## src/design/idcq_pkg.sv

```systemverilog
`timescale 1ns / 1ps
// Shared types and constants for the indexed circular deque.
// No dependencies; imported by every module of the block.
package idcq_pkg;

    localparam int DEPTH_DEF      = 64;
    localparam int ELEM_WIDTH_DEF = 32;

    // stream payload layout
    localparam int POS_W    = 8;
    localparam int IN_W     = 48;
    localparam int OUT_W    = 48;
    localparam int RD_W     = 32;
    localparam int CNT_OUT_W = 7;

    typedef enum logic [3:0] {
        ACT_ADD_FRONT = 4'd0,
        ACT_ADD_BACK  = 4'd1,
        ACT_REM_FRONT = 4'd2,
        ACT_REM_BACK  = 4'd3,
        ACT_READ      = 4'd4,
        ACT_WRITE     = 4'd5,
        ACT_INSERT    = 4'd6,
        ACT_REM_AT    = 4'd7,
        ACT_CLEAR     = 4'd8
    } action_t;

    typedef enum logic [1:0] {
        ST_OK    = 2'd0,
        ST_EMPTY = 2'd1,
        ST_RANGE = 2'd2,
        ST_FULL  = 2'd3
    } status_t;

    // what the request needs after its evaluation cycle
    typedef enum logic [2:0] {
        PLAN_DONE,
        PLAN_READ,
        PLAN_INSERT,
        PLAN_REM_SHIFT,
        PLAN_REM_LAST
    } plan_t;

    typedef enum logic [2:0] {
        S_IDLE,
        S_EVAL,
        S_MOD,
        S_RD_ADDR,
        S_SHIFT,
        S_DRAIN,
        S_FINISH,
        S_DONE
    } state_t;

    typedef struct packed {
        logic take_in;
        logic apply;
        logic rd_issue;
        logic shift_step;
        logic finish;
        logic load_out;
    } cmd_t;

    typedef struct packed {
        plan_t plan;
        logic  mod_busy;
        logic  shift_last;
    } stat_t;

endpackage

```

## src/design/idcq_mod.sv

```systemverilog
`timescale 1ns / 1ps
// Restoring remainder unit: one dividend bit per cycle.
// Depends on idcq_pkg.
module idcq_mod #(
    parameter int CW = 7
) (
    input  logic                         clk,
    input  logic                         rst_n,
    input  logic                         start,
    input  logic [idcq_pkg::POS_W-1:0]   dividend,
    input  logic [CW-1:0]                divisor,
    output logic                         busy,
    output logic [CW-1:0]                remainder
);
    import idcq_pkg::*;

    localparam int CNT_W = $clog2(POS_W);

    logic             busy_reg;
    logic [CNT_W-1:0] cnt_reg;
    logic [POS_W-1:0] dvd_reg;
    logic [CW-1:0]    rem_reg;
    logic [CW:0]      trial;
    logic [CW:0]      diff;
    logic             ge;

    assign trial = {rem_reg, dvd_reg[POS_W-1]};
    assign ge    = trial >= {1'b0, divisor};
    assign diff  = trial - {1'b0, divisor};

    always_ff @(posedge clk or negedge rst_n)
    begin
        if (!rst_n)
        begin
            busy_reg <= 1'b0;
            cnt_reg  <= '0;
        end
        else if (start)
        begin
            busy_reg <= 1'b1;
            cnt_reg  <= '0;
        end
        else if (busy_reg)
        begin
            cnt_reg <= cnt_reg + 1'b1;
            if (cnt_reg == CNT_W'(POS_W - 1))
            begin
                busy_reg <= 1'b0;
            end
        end
    end

    always_ff @(posedge clk)
    begin
        if (start)
        begin
            dvd_reg <= dividend;
            rem_reg <= '0;
        end
        else if (busy_reg)
        begin
            dvd_reg <= dvd_reg << 1;
            rem_reg <= ge ? diff[CW-1:0] : trial[CW-1:0];
        end
    end

    assign busy      = busy_reg;
    assign remainder = rem_reg;

endmodule

```

## src/design/idcq_dp.sv

```systemverilog
`timescale 1ns / 1ps
// Datapath: element memory, head/count registers, shift pipeline, result register.
// Depends on idcq_pkg and idcq_mod.
module idcq_dp #(
    parameter int DEPTH      = idcq_pkg::DEPTH_DEF,
    parameter int ELEM_WIDTH = idcq_pkg::ELEM_WIDTH_DEF
) (
    input  logic                        clk,
    input  logic                        rst_n,
    input  logic [idcq_pkg::IN_W-1:0]   s_tdata,
    input  idcq_pkg::cmd_t              cmd,
    output idcq_pkg::stat_t             stat,
    output logic [idcq_pkg::OUT_W-1:0]  m_tdata
);
    import idcq_pkg::*;

    localparam int AW   = $clog2(DEPTH);
    localparam int CW   = $clog2(DEPTH + 1);
    localparam int SW   = CW + 1;
    localparam int CMPW = (CW > POS_W) ? CW : POS_W;

    logic [ELEM_WIDTH-1:0] mem [DEPTH];

    logic [3:0]            act_reg;
    logic [POS_W-1:0]      pos_reg;
    logic [ELEM_WIDTH-1:0] elem_reg;
    status_t               st_reg, st_next;
    logic [CW-1:0]         k_reg, k_next;
    logic [AW-1:0]         head_reg, head_next;
    logic [CW-1:0]         count_reg, count_next;
    logic                  pend_reg;
    logic [AW-1:0]         pend_addr_reg;
    logic [ELEM_WIDTH-1:0] rd_data_reg;
    logic [OUT_W-1:0]      out_reg;

    logic                  n_zero, full, idx_ok, last_idx;
    logic [CW-1:0]         idx_k;
    logic [AW-1:0]         head_dec, head_inc;
    status_t               status_c;
    plan_t                 plan_c;
    logic [CW-1:0]         src_k, k_rd;
    logic [POS_W-1:0]      mag;
    logic                  mod_busy;
    logic [CW-1:0]         rem;
    logic                  we, rd_en;
    logic [AW-1:0]         wa, ra;
    logic [ELEM_WIDTH-1:0] wd;
    logic                  read_ok;
    logic [RD_W-1:0]       rd_out;

    // logical index to physical slot; head + k stays below twice DEPTH
    function automatic logic [AW-1:0] slot_of(input logic [AW-1:0] h, input logic [CW-1:0] k);
        logic [SW-1:0] sum;
        sum = SW'(h) + SW'(k);
        if (sum >= SW'(DEPTH))
        begin
            sum = sum - SW'(DEPTH);
        end
        return sum[AW-1:0];
    endfunction

    assign n_zero   = (count_reg == '0);
    assign full     = (count_reg == CW'(DEPTH));
    assign idx_ok   = !pos_reg[POS_W-1] && (CMPW'(pos_reg[POS_W-2:0]) < CMPW'(count_reg));
    assign idx_k    = CW'(pos_reg[POS_W-2:0]);
    assign last_idx = (SW'(idx_k) + SW'(1) == SW'(count_reg));
    assign head_dec = (head_reg == '0) ? AW'(DEPTH - 1) : head_reg - 1'b1;
    assign head_inc = (head_reg == AW'(DEPTH - 1)) ? '0 : head_reg + 1'b1;

    always_comb
    begin
        status_c = ST_OK;
        plan_c   = PLAN_DONE;
        unique case (act_reg)
            ACT_ADD_FRONT, ACT_ADD_BACK:
            begin
                if (full) status_c = ST_FULL;
            end
            ACT_REM_FRONT, ACT_REM_BACK, ACT_CLEAR:
            begin
                if (n_zero) status_c = ST_EMPTY;
            end
            ACT_READ:
            begin
                if (n_zero) status_c = ST_EMPTY;
                else        plan_c   = PLAN_READ;
            end
            ACT_WRITE:
            begin
                if (!idx_ok) status_c = ST_RANGE;
            end
            ACT_INSERT:
            begin
                if (!idx_ok)   status_c = ST_RANGE;
                else if (full) status_c = ST_FULL;
                else           plan_c   = PLAN_INSERT;
            end
            ACT_REM_AT:
            begin
                if (n_zero)        status_c = ST_EMPTY;
                else if (!idx_ok)  status_c = ST_RANGE;
                else if (last_idx) plan_c   = PLAN_REM_LAST;
                else               plan_c   = PLAN_REM_SHIFT;
            end
            default:
            begin
                status_c = ST_OK;
            end
        endcase
    end

    // insert moves entries up (source below), remove moves them down
    assign src_k = (act_reg == ACT_INSERT) ? k_reg - 1'b1 : k_reg + 1'b1;

    assign mag  = pos_reg[POS_W-1] ? (~pos_reg + 1'b1) : pos_reg;
    assign k_rd = (pos_reg[POS_W-1] && rem != '0) ? count_reg - rem : rem;

    idcq_mod #(
        .CW (CW)
    ) u_mod (
        .clk       (clk),
        .rst_n     (rst_n),
        .start     (cmd.apply && plan_c == PLAN_READ),
        .dividend  (mag),
        .divisor   (count_reg),
        .busy      (mod_busy),
        .remainder (rem)
    );

    always_comb
    begin
        head_next  = head_reg;
        count_next = count_reg;
        st_next    = st_reg;
        k_next     = k_reg;
        we         = 1'b0;
        wa         = '0;
        wd         = elem_reg;
        if (cmd.apply)
        begin
            st_next = status_c;
            if (status_c == ST_OK)
            begin
                unique case (act_reg)
                    ACT_ADD_FRONT:
                    begin
                        head_next  = head_dec;
                        we         = 1'b1;
                        wa         = head_dec;
                        count_next = count_reg + 1'b1;
                    end
                    ACT_ADD_BACK:
                    begin
                        we         = 1'b1;
                        wa         = slot_of(head_reg, count_reg);
                        count_next = count_reg + 1'b1;
                    end
                    ACT_REM_FRONT:
                    begin
                        head_next  = head_inc;
                        count_next = count_reg - 1'b1;
                    end
                    ACT_REM_BACK:
                    begin
                        count_next = count_reg - 1'b1;
                    end
                    ACT_WRITE:
                    begin
                        we = 1'b1;
                        wa = slot_of(head_reg, idx_k);
                    end
                    ACT_INSERT:
                    begin
                        k_next = count_reg;
                    end
                    ACT_REM_AT:
                    begin
                        k_next = idx_k;
                    end
                    ACT_CLEAR:
                    begin
                        count_next = '0;
                    end
                    default:
                    begin
                        k_next = k_reg;
                    end
                endcase
            end
        end
        if (cmd.shift_step)
        begin
            k_next = src_k;
        end
        if (cmd.finish)
        begin
            if (act_reg == ACT_INSERT)
            begin
                we         = 1'b1;
                wa         = slot_of(head_reg, idx_k);
                count_next = count_reg + 1'b1;
            end
            else
            begin
                count_next = count_reg - 1'b1;
            end
        end
        // write half of the shift pipeline, in the cycle after its read
        if (pend_reg)
        begin
            we = 1'b1;
            wa = pend_addr_reg;
            wd = rd_data_reg;
        end
    end

    assign rd_en = cmd.rd_issue || cmd.shift_step;
    assign ra    = cmd.rd_issue ? slot_of(head_reg, k_rd) : slot_of(head_reg, src_k);

    always_ff @(posedge clk)
    begin
        if (we)
        begin
            mem[wa] <= wd;
        end
        if (rd_en)
        begin
            rd_data_reg <= mem[ra];
        end
    end

    always_ff @(posedge clk or negedge rst_n)
    begin
        if (!rst_n)
        begin
            head_reg  <= '0;
            count_reg <= '0;
            pend_reg  <= 1'b0;
        end
        else
        begin
            head_reg  <= head_next;
            count_reg <= count_next;
            pend_reg  <= cmd.shift_step;
        end
    end

    assign read_ok = (st_reg == ST_OK) && (act_reg == ACT_READ);
    assign rd_out  = read_ok ? RD_W'(rd_data_reg) : '0;

    always_ff @(posedge clk)
    begin
        if (cmd.take_in)
        begin
            act_reg  <= s_tdata[3:0];
            pos_reg  <= s_tdata[11:4];
            elem_reg <= ELEM_WIDTH'(s_tdata[43:12]);
        end
        st_reg        <= st_next;
        k_reg         <= k_next;
        pend_addr_reg <= slot_of(head_reg, k_reg);
        if (cmd.load_out)
        begin
            out_reg <= {6'b0, (count_reg == '0), CNT_OUT_W'(count_reg), st_reg, rd_out};
        end
    end

    assign stat.plan       = plan_c;
    assign stat.mod_busy   = mod_busy;
    assign stat.shift_last = (act_reg == ACT_INSERT)
                           ? (SW'(k_reg) == SW'(idx_k) + SW'(1))
                           : (SW'(k_reg) + SW'(2) == SW'(count_reg));
    assign m_tdata         = out_reg;

endmodule

```

## src/design/idcq_ctrl.sv

```systemverilog
`timescale 1ns / 1ps
// Controller: sequences one request at a time and owns the output valid.
// Depends on idcq_pkg.
module idcq_ctrl (
    input  logic            clk,
    input  logic            rst_n,
    input  logic            s_tvalid,
    output logic            s_tready,
    output logic            m_tvalid,
    input  logic            m_tready,
    input  idcq_pkg::stat_t stat,
    output idcq_pkg::cmd_t  cmd
);
    import idcq_pkg::*;

    state_t state_reg, state_next;
    logic   out_valid_reg, out_valid_next;
    logic   slot_free;

    assign slot_free = !out_valid_reg || m_tready;

    always_comb
    begin
        state_next = state_reg;
        unique case (state_reg)
            S_IDLE:
            begin
                if (s_tvalid) state_next = S_EVAL;
            end
            S_EVAL:
            begin
                unique case (stat.plan)
                    PLAN_READ:      state_next = S_MOD;
                    PLAN_INSERT:    state_next = S_SHIFT;
                    PLAN_REM_SHIFT: state_next = S_SHIFT;
                    PLAN_REM_LAST:  state_next = S_FINISH;
                    default:        state_next = S_DONE;
                endcase
            end
            S_MOD:
            begin
                if (!stat.mod_busy) state_next = S_RD_ADDR;
            end
            S_RD_ADDR: state_next = S_DONE;
            S_SHIFT:
            begin
                if (stat.shift_last) state_next = S_DRAIN;
            end
            S_DRAIN:   state_next = S_FINISH;
            S_FINISH:  state_next = S_DONE;
            S_DONE:
            begin
                if (slot_free) state_next = S_IDLE;
            end
            default:   state_next = S_IDLE;
        endcase
    end

    always_comb
    begin
        cmd            = '0;
        cmd.take_in    = (state_reg == S_IDLE) && s_tvalid;
        cmd.apply      = (state_reg == S_EVAL);
        cmd.rd_issue   = (state_reg == S_RD_ADDR);
        cmd.shift_step = (state_reg == S_SHIFT);
        cmd.finish     = (state_reg == S_FINISH);
        cmd.load_out   = (state_reg == S_DONE) && slot_free;
        if (cmd.load_out)
        begin
            out_valid_next = 1'b1;
        end
        else if (m_tready)
        begin
            out_valid_next = 1'b0;
        end
        else
        begin
            out_valid_next = out_valid_reg;
        end
    end

    always_ff @(posedge clk or negedge rst_n)
    begin
        if (!rst_n)
        begin
            state_reg     <= S_IDLE;
            out_valid_reg <= 1'b0;
        end
        else
        begin
            state_reg     <= state_next;
            out_valid_reg <= out_valid_next;
        end
    end

    assign s_tready = (state_reg == S_IDLE);
    assign m_tvalid = out_valid_reg;

endmodule

```

## src/design/indexed_circular_deque_top.sv

```systemverilog
`timescale 1ns / 1ps
// Indexed circular deque, one request at a time. After accept each request is evaluated;
// add/remove/write/clear/errors then load the result, a read first runs the remainder unit and
// one memory read, and insert/remove-at first shift entries through the memory (up to DEPTH - 1
// moves, one per cycle) before the result is loaded.
// A new request can be taken in the cycle after the previous result is loaded, even while it waits.
// Reset (async, active low) empties the deque; memory contents are not cleared.
module indexed_circular_deque_top #(
    parameter int DEPTH      = idcq_pkg::DEPTH_DEF,
    parameter int ELEM_WIDTH = idcq_pkg::ELEM_WIDTH_DEF
) (
    input  logic                        clk,
    input  logic                        rst_n,
    input  logic                        s_tvalid,
    output logic                        s_tready,
    // [3:0] action, [11:4] position, [43:12] element, [47:44] zero
    input  logic [idcq_pkg::IN_W-1:0]   s_tdata,
    output logic                        m_tvalid,
    input  logic                        m_tready,
    // [31:0] read_value, [33:32] status, [40:34] count, [41] is_empty, [47:42] zero
    output logic [idcq_pkg::OUT_W-1:0]  m_tdata
);
    import idcq_pkg::*;

    cmd_t  cmd;
    stat_t stat;

    idcq_ctrl u_ctrl (
        .clk      (clk),
        .rst_n    (rst_n),
        .s_tvalid (s_tvalid),
        .s_tready (s_tready),
        .m_tvalid (m_tvalid),
        .m_tready (m_tready),
        .stat     (stat),
        .cmd      (cmd)
    );

    idcq_dp #(
        .DEPTH      (DEPTH),
        .ELEM_WIDTH (ELEM_WIDTH)
    ) u_dp (
        .clk     (clk),
        .rst_n   (rst_n),
        .s_tdata (s_tdata),
        .cmd     (cmd),
        .stat    (stat),
        .m_tdata (m_tdata)
    );

    // one request in flight: ready drops right after an accept
    a_single_request: assert property (@(posedge clk) disable iff (!rst_n)
        (s_tvalid && s_tready) |=> !s_tready)
        else $error("request accepted while another is in flight");

    // a result is never loaded over one that has not been taken
    a_no_overwrite: assert property (@(posedge clk) disable iff (!rst_n)
        cmd.load_out |-> (!m_tvalid || m_tready))
        else $error("result register overwritten");

    a_one_command: assert property (@(posedge clk) disable iff (!rst_n)
        $onehot0({cmd.take_in, cmd.apply, cmd.rd_issue, cmd.shift_step, cmd.finish,
                  cmd.load_out}))
        else $error("conflicting datapath commands");

endmodule

```

## config.mk

```make
export PLATFORM = sky130hd
export DESIGN_NAME = indexed_circular_deque_top
export DESIGN_NICKNAME = d
export VERILOG_FILES = /design/src/design/idcq_pkg.sv /design/src/design/idcq_mod.sv /design/src/design/idcq_dp.sv /design/src/design/idcq_ctrl.sv /design/src/design/indexed_circular_deque_top.sv
export SDC_FILE = /design/constraint.sdc
export NUM_CORES = 2
export LEC_CHECK = 0
export BUFFER_PORTS_ARGS = -buffer_cell sky130_fd_sc_hd__buf_4
export CORE_ASPECT_RATIO = 0.7
export CORE_MARGIN = 5
export CORE_UTILIZATION = 40
export CTS_BUF_LIST = sky130_fd_sc_hd__clkbuf_4 sky130_fd_sc_hd__clkbuf_8
export CTS_CLUSTER_DIAMETER = 80
export CTS_CLUSTER_SIZE = 40
export DETAILED_ROUTE_END_ITERATION = 16
export GPL_TIMING_DRIVEN = 0
export PLACE_DENSITY_LB_ADDON = 0.05
export SLEW_MARGIN = 20
export SYNTH_ARGS = -nofsm -noshare
export SYNTH_HDL_FRONTEND = slang
export SYNTH_SLANG_ARGS = --single-unit
```

## constraint.sdc

```tcl
create_clock -name clk -period 8.9 [get_ports clk]
set_input_delay 0.89 -clock clk [delete_from_list [all_inputs] [get_ports clk]]
set_output_delay 0.89 -clock clk [all_outputs]
set_load 0.02 [all_outputs]
```

# Word-level counts from Yosys, hierarchy flattened
# Memory sizes are Yosys's and may differ from the RTL's. A register that Yosys moved wholly into a read port is not among the register bits.
# Index checks and enable logic that the tools add are counted.
# Widths: inputs -> output; s select.
[totals]
ram_bits = 2048
word_cells = 179
in_bits = 52
latch_bits = 0
ff_bits = 138
mem_bits_ro = 0
n_memories = 1
[memory_table]
columns = ["memory", "depth", "width", "rd", "rd_clocked_by_memory_dff", "wr", "line_no", "rtl"]
rows = [
  ["u_dp.mem", 64, 32, 1, 1, 1, "idcq_dp.sv:22", "logic [ELEM_WIDTH-1:0] mem [DEPTH];"],
]
[classes]
eq_ne = 29
n_mux = 66
n_bitwise = 1
n_shift = 0
reduce_logical = 36
order_cmp = 7
mul = 0
n_div = 0
add_sub_neg = 22
[ops]
columns = ["cell", "n"]
rows = [
  ["$mux 6", 13],
  ["$mux 7", 10],
  ["$add 6x7->8", 5],
  ["$ge 8x7->1 const B", 5],
  ["$sub 6x1->6 const B", 6],
  ["$mux 32", 1],
  ["$mux 3", 10],
  ["$mux 8", 3],
  ["$pmux 3 s7", 1],
  ["$pmux 7 s3", 1],
  ["$eq 3x3->1 const B", 6],
  ["$pmux 3 s3", 2],
  ["$pmux 6 s3", 1],
  ["$eq 4x3->1 const B", 4],
  ["$eq 8x7->1", 2],
  ["$mux 1", 16],
  ["$add 7x1->7 const B", 2],
  ["$pmux 7 s2", 1],
  ["$reduce_bool 2->1", 7],
  ["$sub 7x1->7 const B", 2],
  ["$sub 7x7->7", 2],
  ["$eq 3x2->1 const B", 4],
  ["$pmux 6 s2", 1],
  ["$mux 2", 5],
  ["other kinds (34)", 51],
]

# Depth between registers and ports, before layout
[depth]
ltp_word = 13
depth_mapped = 18
ltp_nobuf = 15

# Modules after synthesis
# Synthesis repeated with hierarchy kept, for this count alone.
[unflattened]
hier_cells = 3928
area_unflattened_um2 = 87809.2
[modules_own_cells]
columns = ["module", "cells_each", "n_inst", "area_each_um2"]
rows = [
  ["idcq_dp", 3765, 1, 86231.5],
  ["idcq_mod", 129, 1, 1287.5],
  ["idcq_ctrl", 34, 1, 290.3],
]

# Worst setup path before layout
# Ideal clock, no wire load.
[synth_path]
path_type = "register to register"
startpoint = "register u_dp.count_reg[1]"
endpoint = "memory u_dp.mem[10][0] (netlist bit) (enable)"
n_path_buf = 2
stages_incl_launch_ff = 13
setup_slack_ns = 4.110
synth_period_minus_slack_ns = 4.790
required_time_ns = 8.479
t_arrival_ns = 4.369
path_cell_list = "dfrtp_1 clkbuf_1 inv_1 ha_1 or3b_4 or3_4 o311ai_2 o22a_2 nand2_1 o21a_1 or3_1 buf_2 nor2_1"
[synth_via]
elab_chain_len = 13
word_cells_on_any_way = 28
[synth_rtl]
columns = ["element", "line_no", "rtl"]
rows = [
  ["from (decl)", "idcq_dp.sv:30", "logic [CW-1:0] count_reg, count_next;"],
  ["from (signal assigned)", "idcq_dp.sv:243", "count_reg <= count_next;"],
  ["parallel branches: the longest is 13 deep, another holds $add 6x7->8", "n/a", ""],
  ["to (decl)", "idcq_dp.sv:22", ""],
]
# Parallel ways; which one is timed is not known.

# Final worst setup path
[layout_path]
startpoint = "register u_dp.act_reg[0]"
endpoint = "register u_dp.rd_data_reg[11] (read register of u_dp.mem), data pin"
[layout_via]
elab_chain_len = 6
word_cells_on_any_way = 7
[layout_rtl]
columns = ["element", "line_no", "rtl"]
rows = [
  ["from (decl)", "idcq_dp.sv:24", "logic [3:0] act_reg;"],
  ["from (signal assigned)", "idcq_dp.sv:255", "act_reg <= s_tdata[3:0];"],
  ["$eq 4x3->1 (*)", "idcq_dp.sv:113", "assign src_k = (act_reg == ACT_INSERT) ? k_reg - 1'b1 : k_reg + 1'b1;"],
  ["$mux 7 (*)", "idcq_dp.sv:113", ""],
  ["$add 6x7->8 (*)", "idcq_dp.sv:54", "sum = SW'(h) + SW'(k);"],
  ["$ge 8x7->1 or $sub 6x1->6 (tied branches)", "idcq_dp.sv:55, idcq_dp.sv:57", ""],
  ["$mux 6 (*)", "idcq_dp.sv:55", "if (sum >= SW'(DEPTH))"],
  ["$mux 6 (*)", "idcq_dp.sv:218", "assign ra = cmd.rd_issue ? slot_of(head_reg, k_rd) : slot_of(head_reg, src_k);"],
  ["to (decl)", "idcq_dp.sv:33", "logic [ELEM_WIDTH-1:0] rd_data_reg;"],
]
# Every way passes the cells marked *; elsewhere a longest branch is shown, timed or not.
# A chain may end at the register's enable or synchronous reset.

==> impl_table.tex <==
\begin{tabular}{lr}
\hline
Metric & Value \\
\hline
\multicolumn{2}{l}{\textbf{Outcome}} \\
\quad Outcome & finished, final reports clean \\
\multicolumn{2}{l}{\textbf{Hold path}} \\
\quad Startpoint of the tightest hold check path & s\_tdata[20] \\
\quad Classification of the worst-slack hold path & in2reg \\
\quad Worst hold path depth & 1 \\
\quad Endpoint of the worst hold-timing path & u\_dp.elem\_reg[8] \\
\multicolumn{2}{l}{\textbf{Logic synthesis}} \\
\quad Commonest register cell after synthesis & sky130\_fd\_sc\_hd\_\_edfxtp\_1 \\
\quad List of most frequent post-synthesis cells & sky130\_fd\_sc\_hd\_\_edfxtp\_1 (2,183), sky130\_fd\_sc\_hd\_\_mux4\_2 (640), sky130\_fd\_sc\_hd\_\_clkbuf\_1 (127), sky130\_fd\_sc\_hd\_\_nor2\_1 (123), sky130\_fd\_sc\_hd\_\_mux2i\_1 (109) \\
\quad Total standard cell area after synthesis & roughly 88,000 um\^{}2 \\
\quad Proportion of synthesized chip area in sequential cells & 0.758 \\
\quad Syn avg cell area & around 22 um\^{}2 \\
\quad Main area contributors after synthesis & sky130\_fd\_sc\_hd\_\_edfxtp\_1 (75\%), sky130\_fd\_sc\_hd\_\_mux4\_2 (16\%), sky130\_fd\_sc\_hd\_\_mux2i\_1 (1.2\%) \\
\quad Asr flop ratio synth & 0.00992 \\
\quad Area share of the leading cell type in the synthesized netlist & 0.748 \\
\quad Leading cell type by number of instances after synthesis & sky130\_fd\_sc\_hd\_\_edfxtp\_1 \\
\quad Flops \& latches, synth & around 2,200 \\
\quad Yosys cell types & 77 \\
\quad Gate count of the mapped netlist & 3,911 \\
\quad Count of yosys warnings during synthesis & 0 \\
\quad Cell type with the largest total area after synthesis & sky130\_fd\_sc\_hd\_\_edfxtp\_1 \\
\quad EDFF count, synth & about 2,200 \\
\multicolumn{2}{l}{\textbf{Routing}} \\
\quad Total met2 wirelength after detailed routing & 102 mm \\
\quad Number of DRC violations after detailed routing & 0 \\
\quad Wl on met1 & 129 mm \\
\quad Vias post-DR & $\sim$42,000 \\
\quad Residual antenna-violating net count after detailed routing & 0 \\
\quad Top metal layer carrying routed signals & met4 \\
\quad Number of iterations in the first detailed-routing pass & 5 \\
\quad Wire length reported by the detailed router & between 200 and 300 mm \\
\quad Routed vias/inst & 5.83 \\
\quad Met3 Wirelength & 19.8 mm \\
\quad Routed wirelength normalized by instance count & 35.4 um \\
\quad Violation count after the first detailed-route iteration & 5,444 \\
\multicolumn{2}{l}{\textbf{Setup path}} \\
\quad Launch instance of the worst register-to-register path & u\_dp.act\_reg[0] \\
\quad Worst r2r dst & u\_dp.rd\_data\_reg[11] \\
\quad Gate family responsible for the most delay along the worst path & buffers and inverters \\
\quad Worst Reg2Reg Path Length in Cells & 18 \\
\quad Setup Crit Path Kind & reg2reg \\
\quad Max incr delay on CP & 0.87 ns \\
\quad Data arrival time of the critical path & 8.44 ns \\
\quad Buffers plus inverters on the worst setup path & 5 \\
\quad Cell Chain, Critical Path & buf\_2 -> nor2b\_1 -> nand2\_1 -> inv\_2 -> ha\_1 -> a21o\_1 -> a21oi\_1 -> xor2\_1 -> o21ai\_0 -> ha\_1 -> a21oi\_1 -> xnor2\_1 -> clkbuf\_2 -> buf\_16 -> clkbuf\_1 -> mux4\_2 -> mux2i\_1 -> mux2i\_1 \\
\quad Crit start category & flip-flop \\
\quad Critical path origin & u\_dp.act\_reg[0] \\
\quad Kind of end point of the critical path & flip-flop \\
\quad Largest fanout on the critical path & 11 \\
\quad Flop-to-flop setup slack & 1.11 ns \\
\quad Library cell contributing the largest single delay on the critical path & sky130\_fd\_sc\_hd\_\_mux2i\_1 \\
\quad Data required time of the worst path & roughly 9.6 ns \\
\multicolumn{2}{l}{\textbf{Global routing}} \\
\quad Via count of the first global-routing pass & 40,866 \\
\quad Remaining global-route overflow & 0 \\
\quad GRT Overall Usage & 0.222 \\
\quad First-pass GRT wire length & 352 mm \\
\quad Largest net degree at the start of global routing & 65 \\
\quad Number of antenna violations at the first check in global routing & 24 \\
\multicolumn{2}{l}{\textbf{Clock network}} \\
\quad Number of post-CTS setup repair buffers & 0 \\
\quad Clock tree from TritonCTS & yes \\
\quad Total clock buffers created by CTS & 94 \\
\quad \# H-tree levels & 3 \\
\quad Total clock sinks & 2,218 \\
\quad Hold buffer count at cts & 1 \\
\quad Clock Tree Root & sky130\_fd\_sc\_hd\_\_clkbuf\_8 \\
\quad Clock slew at reported path FFs & 0.22 ns \\
\quad Insertion delay to the later sink of the worst-skew pair & 0.96 ns \\
\quad Number of buffers between clock root and the deepest sink & 3 \\
\quad Post-CTS sizing & 0 \\
\multicolumn{2}{l}{\textbf{STA}} \\
\quad Period minus WS final & 7.79 ns \\
\quad Setup TNS Final & 0 ns \\
\quad Final max-slew violation count & 0 \\
\quad Worst clock skew & 0.116 ns \\
\quad Final Hold Vio Count & 0 \\
\quad RSZ-0062 raised after global routing & false \\
\quad Highest Clock Rate & 128 MHz \\
\quad Headroom to the max-slew limit & 0.218 \\
\quad Count of final setup violators & 0 \\
\quad Period utilisation layout & 0.875 \\
\quad Actual transition at the worst max-transition pin & 1.17 ns \\
\multicolumn{2}{l}{\textbf{Place}} \\
\quad Routability-driven placement congestion ratio & 0.832 \\
\quad Total placed instance area & 96,200 um\^{}2 \\
\quad Post-DP HPWL & roughly 180 mm \\
\quad Port Buffer Count & 91 \\
\multicolumn{2}{l}{\textbf{Die}} \\
\quad Die area & between 200,000 and 250,000 um\^{}2 \\
\quad Top-Level Pins & 102 \\
\quad Die Span X & 569 um \\
\quad Core Box Area & between 200,000 and 250,000 um\^{}2 \\
\quad Placement Rows & around 140 \\
\quad Die boundary height & 402 um \\
\quad Effective utilization at floorplan & 0.403 \\
\multicolumn{2}{l}{\textbf{Final layout}} \\
\quad Final cell area excluding filler cells & 99,100 um\^{}2 \\
\quad Synth-to-layout area growth & 13.1\% \\
\quad Largest reg by FF count & u\_dp.mem \\
\quad Ratio of cells with drive above 1 in the final layout & 0.291 \\
\quad Layout Nets & 4,364 \\
\quad Largest register FFs & 2,048 \\
\multicolumn{2}{l}{\textbf{Job}} \\
\quad Max\_cap viols & 0 \\
\hline
\end{tabular}
[worst reg2reg max path, stage by stage (launching register included)]
cell                       delay, ns
sky130_fd_sc_hd__edfxtp_1       0.45
sky130_fd_sc_hd__buf_2          0.22
sky130_fd_sc_hd__nor2b_1        0.54
sky130_fd_sc_hd__nand2_1        0.48
sky130_fd_sc_hd__inv_2          0.39
sky130_fd_sc_hd__ha_1           0.31
sky130_fd_sc_hd__a21o_1         0.18
sky130_fd_sc_hd__a21oi_1        0.16
sky130_fd_sc_hd__xor2_1         0.40
sky130_fd_sc_hd__o21ai_0        0.37
sky130_fd_sc_hd__ha_1           0.41
sky130_fd_sc_hd__a21oi_1        0.08
sky130_fd_sc_hd__xnor2_1        0.46
sky130_fd_sc_hd__clkbuf_2       0.48
sky130_fd_sc_hd__buf_16         0.22
sky130_fd_sc_hd__clkbuf_1       0.71
sky130_fd_sc_hd__mux4_2         0.56
sky130_fd_sc_hd__mux2i_1        0.87
sky130_fd_sc_hd__mux2i_1        0.25
[cells by family after synthesis]
| family | share of synthesized area |
|---|---|
| DFF | 0.758 |
| adders and majority gates | 0.00931 |
| and+or+nand+nor | 0.0169 |
| xor gates and xnor gates | 0.00686 |
| other | 0.0000428 |
| buffers and inverters | 0.0112 |
| muxes | 0.181 |
| AOI/OAI and AO/OA | 0.0167 |
[metrics by stage]
step | util | hold WS (ns) | setup WS [ns] | instances
floorplan | - | 0.428 | 4.11 | 3916
global placement | 0.423 | 0.473 | 0.172 | 6907
detailed placement | 0.443 | 0.471 | 1.24 | 7053
CTS | 0.456 | 0.0204 | 1.21 | 7229
global route | 0.456 | 0.0434 | 0.939 | 7231
finish | 0.456 | 0.127 | 1.11 | 7235
[how the worst max path moves through the flow]
stage / cells after the start / end / slack (ns)
floorplan: 12 / u_dp.mem[10][0] / 4.11
global route: 18 / u_dp.rd_data_reg[9] / 0.94
finish: 18 / u_dp.rd_data_reg[11] / 1.11
global placement: 17 / u_dp.rd_data_reg[11] / 0.17
CTS: 16 / u_dp.rd_data_reg[11] / 1.21
detailed placement: 16 / u_dp.rd_data_reg[11] / 1.24
[metal layers]
layer / vias to the layer above / GRT usage
met1: 23407 / 0.377
met4: 0 / 0.0421
met3: 181 / 0.0427
li1: 17037 / -
met2: 1583 / 0.292
met5: - / 0
[placed cells by master (no fill, tap or decap), types with 8 or more instances in the layout]
cell type	Yosys	routed
sky130_fd_sc_hd__or3_1	10	10
sky130_fd_sc_hd__buf_16	0	92
sky130_fd_sc_hd__buf_1	59	28
sky130_fd_sc_hd__ha_1	54	54
sky130_fd_sc_hd__xor2_1	20	20
sky130_fd_sc_hd__buf_2	8	27
sky130_fd_sc_hd__clkbuf_1	127	103
sky130_fd_sc_hd__buf_4	6	97
sky130_fd_sc_hd__nor3_1	13	13
sky130_fd_sc_hd__nand3_1	22	20
sky130_fd_sc_hd__inv_12	0	8
sky130_fd_sc_hd__clkinv_16	0	22
sky130_fd_sc_hd__a21oi_1	63	63
sky130_fd_sc_hd__a21o_1	13	13
sky130_fd_sc_hd__o21ai_0	65	65
sky130_fd_sc_hd__dfrtp_1	22	22
sky130_fd_sc_hd__inv_6	0	12
sky130_fd_sc_hd__mux4_2	640	640
sky130_fd_sc_hd__buf_6	4	9
sky130_fd_sc_hd__xnor2_1	44	43
sky130_fd_sc_hd__buf_12	0	49
sky130_fd_sc_hd__and2_1	35	34
sky130_fd_sc_hd__nor2b_1	12	11
sky130_fd_sc_hd__clkbuf_8	0	95
sky130_fd_sc_hd__nand2_1	57	54
sky130_fd_sc_hd__clkbuf_2	0	36
sky130_fd_sc_hd__dfxtp_1	13	13
sky130_fd_sc_hd__o31ai_1	8	8
sky130_fd_sc_hd__a211oi_1	11	11
sky130_fd_sc_hd__mux2_4	0	32
sky130_fd_sc_hd__mux2i_1	109	109
sky130_fd_sc_hd__clkinvlp_4	0	8
sky130_fd_sc_hd__inv_1	38	38
sky130_fd_sc_hd__nor2_1	123	59
sky130_fd_sc_hd__edfxtp_1	2183	2183
sky130_fd_sc_hd__nor2_4	0	64
sky130_fd_sc_hd__inv_16	0	17
sky130_fd_sc_hd__o21a_1	9	9
[final cells by class]
cell class,count,area [um^2]
antenna,5,12.5
buffer,204,897
clock buffer,96,1320
clock inverter,79,1490
fill,18145,118000
inverter,40,150
multi-input combinational,1454,20900
sequential,2218,66400
tap,2900,3630
timing repair buffer,239,4280
Power is not shown: default switching activity piles up to over one toggle a cycle in this logic, so the estimate is an artifact.
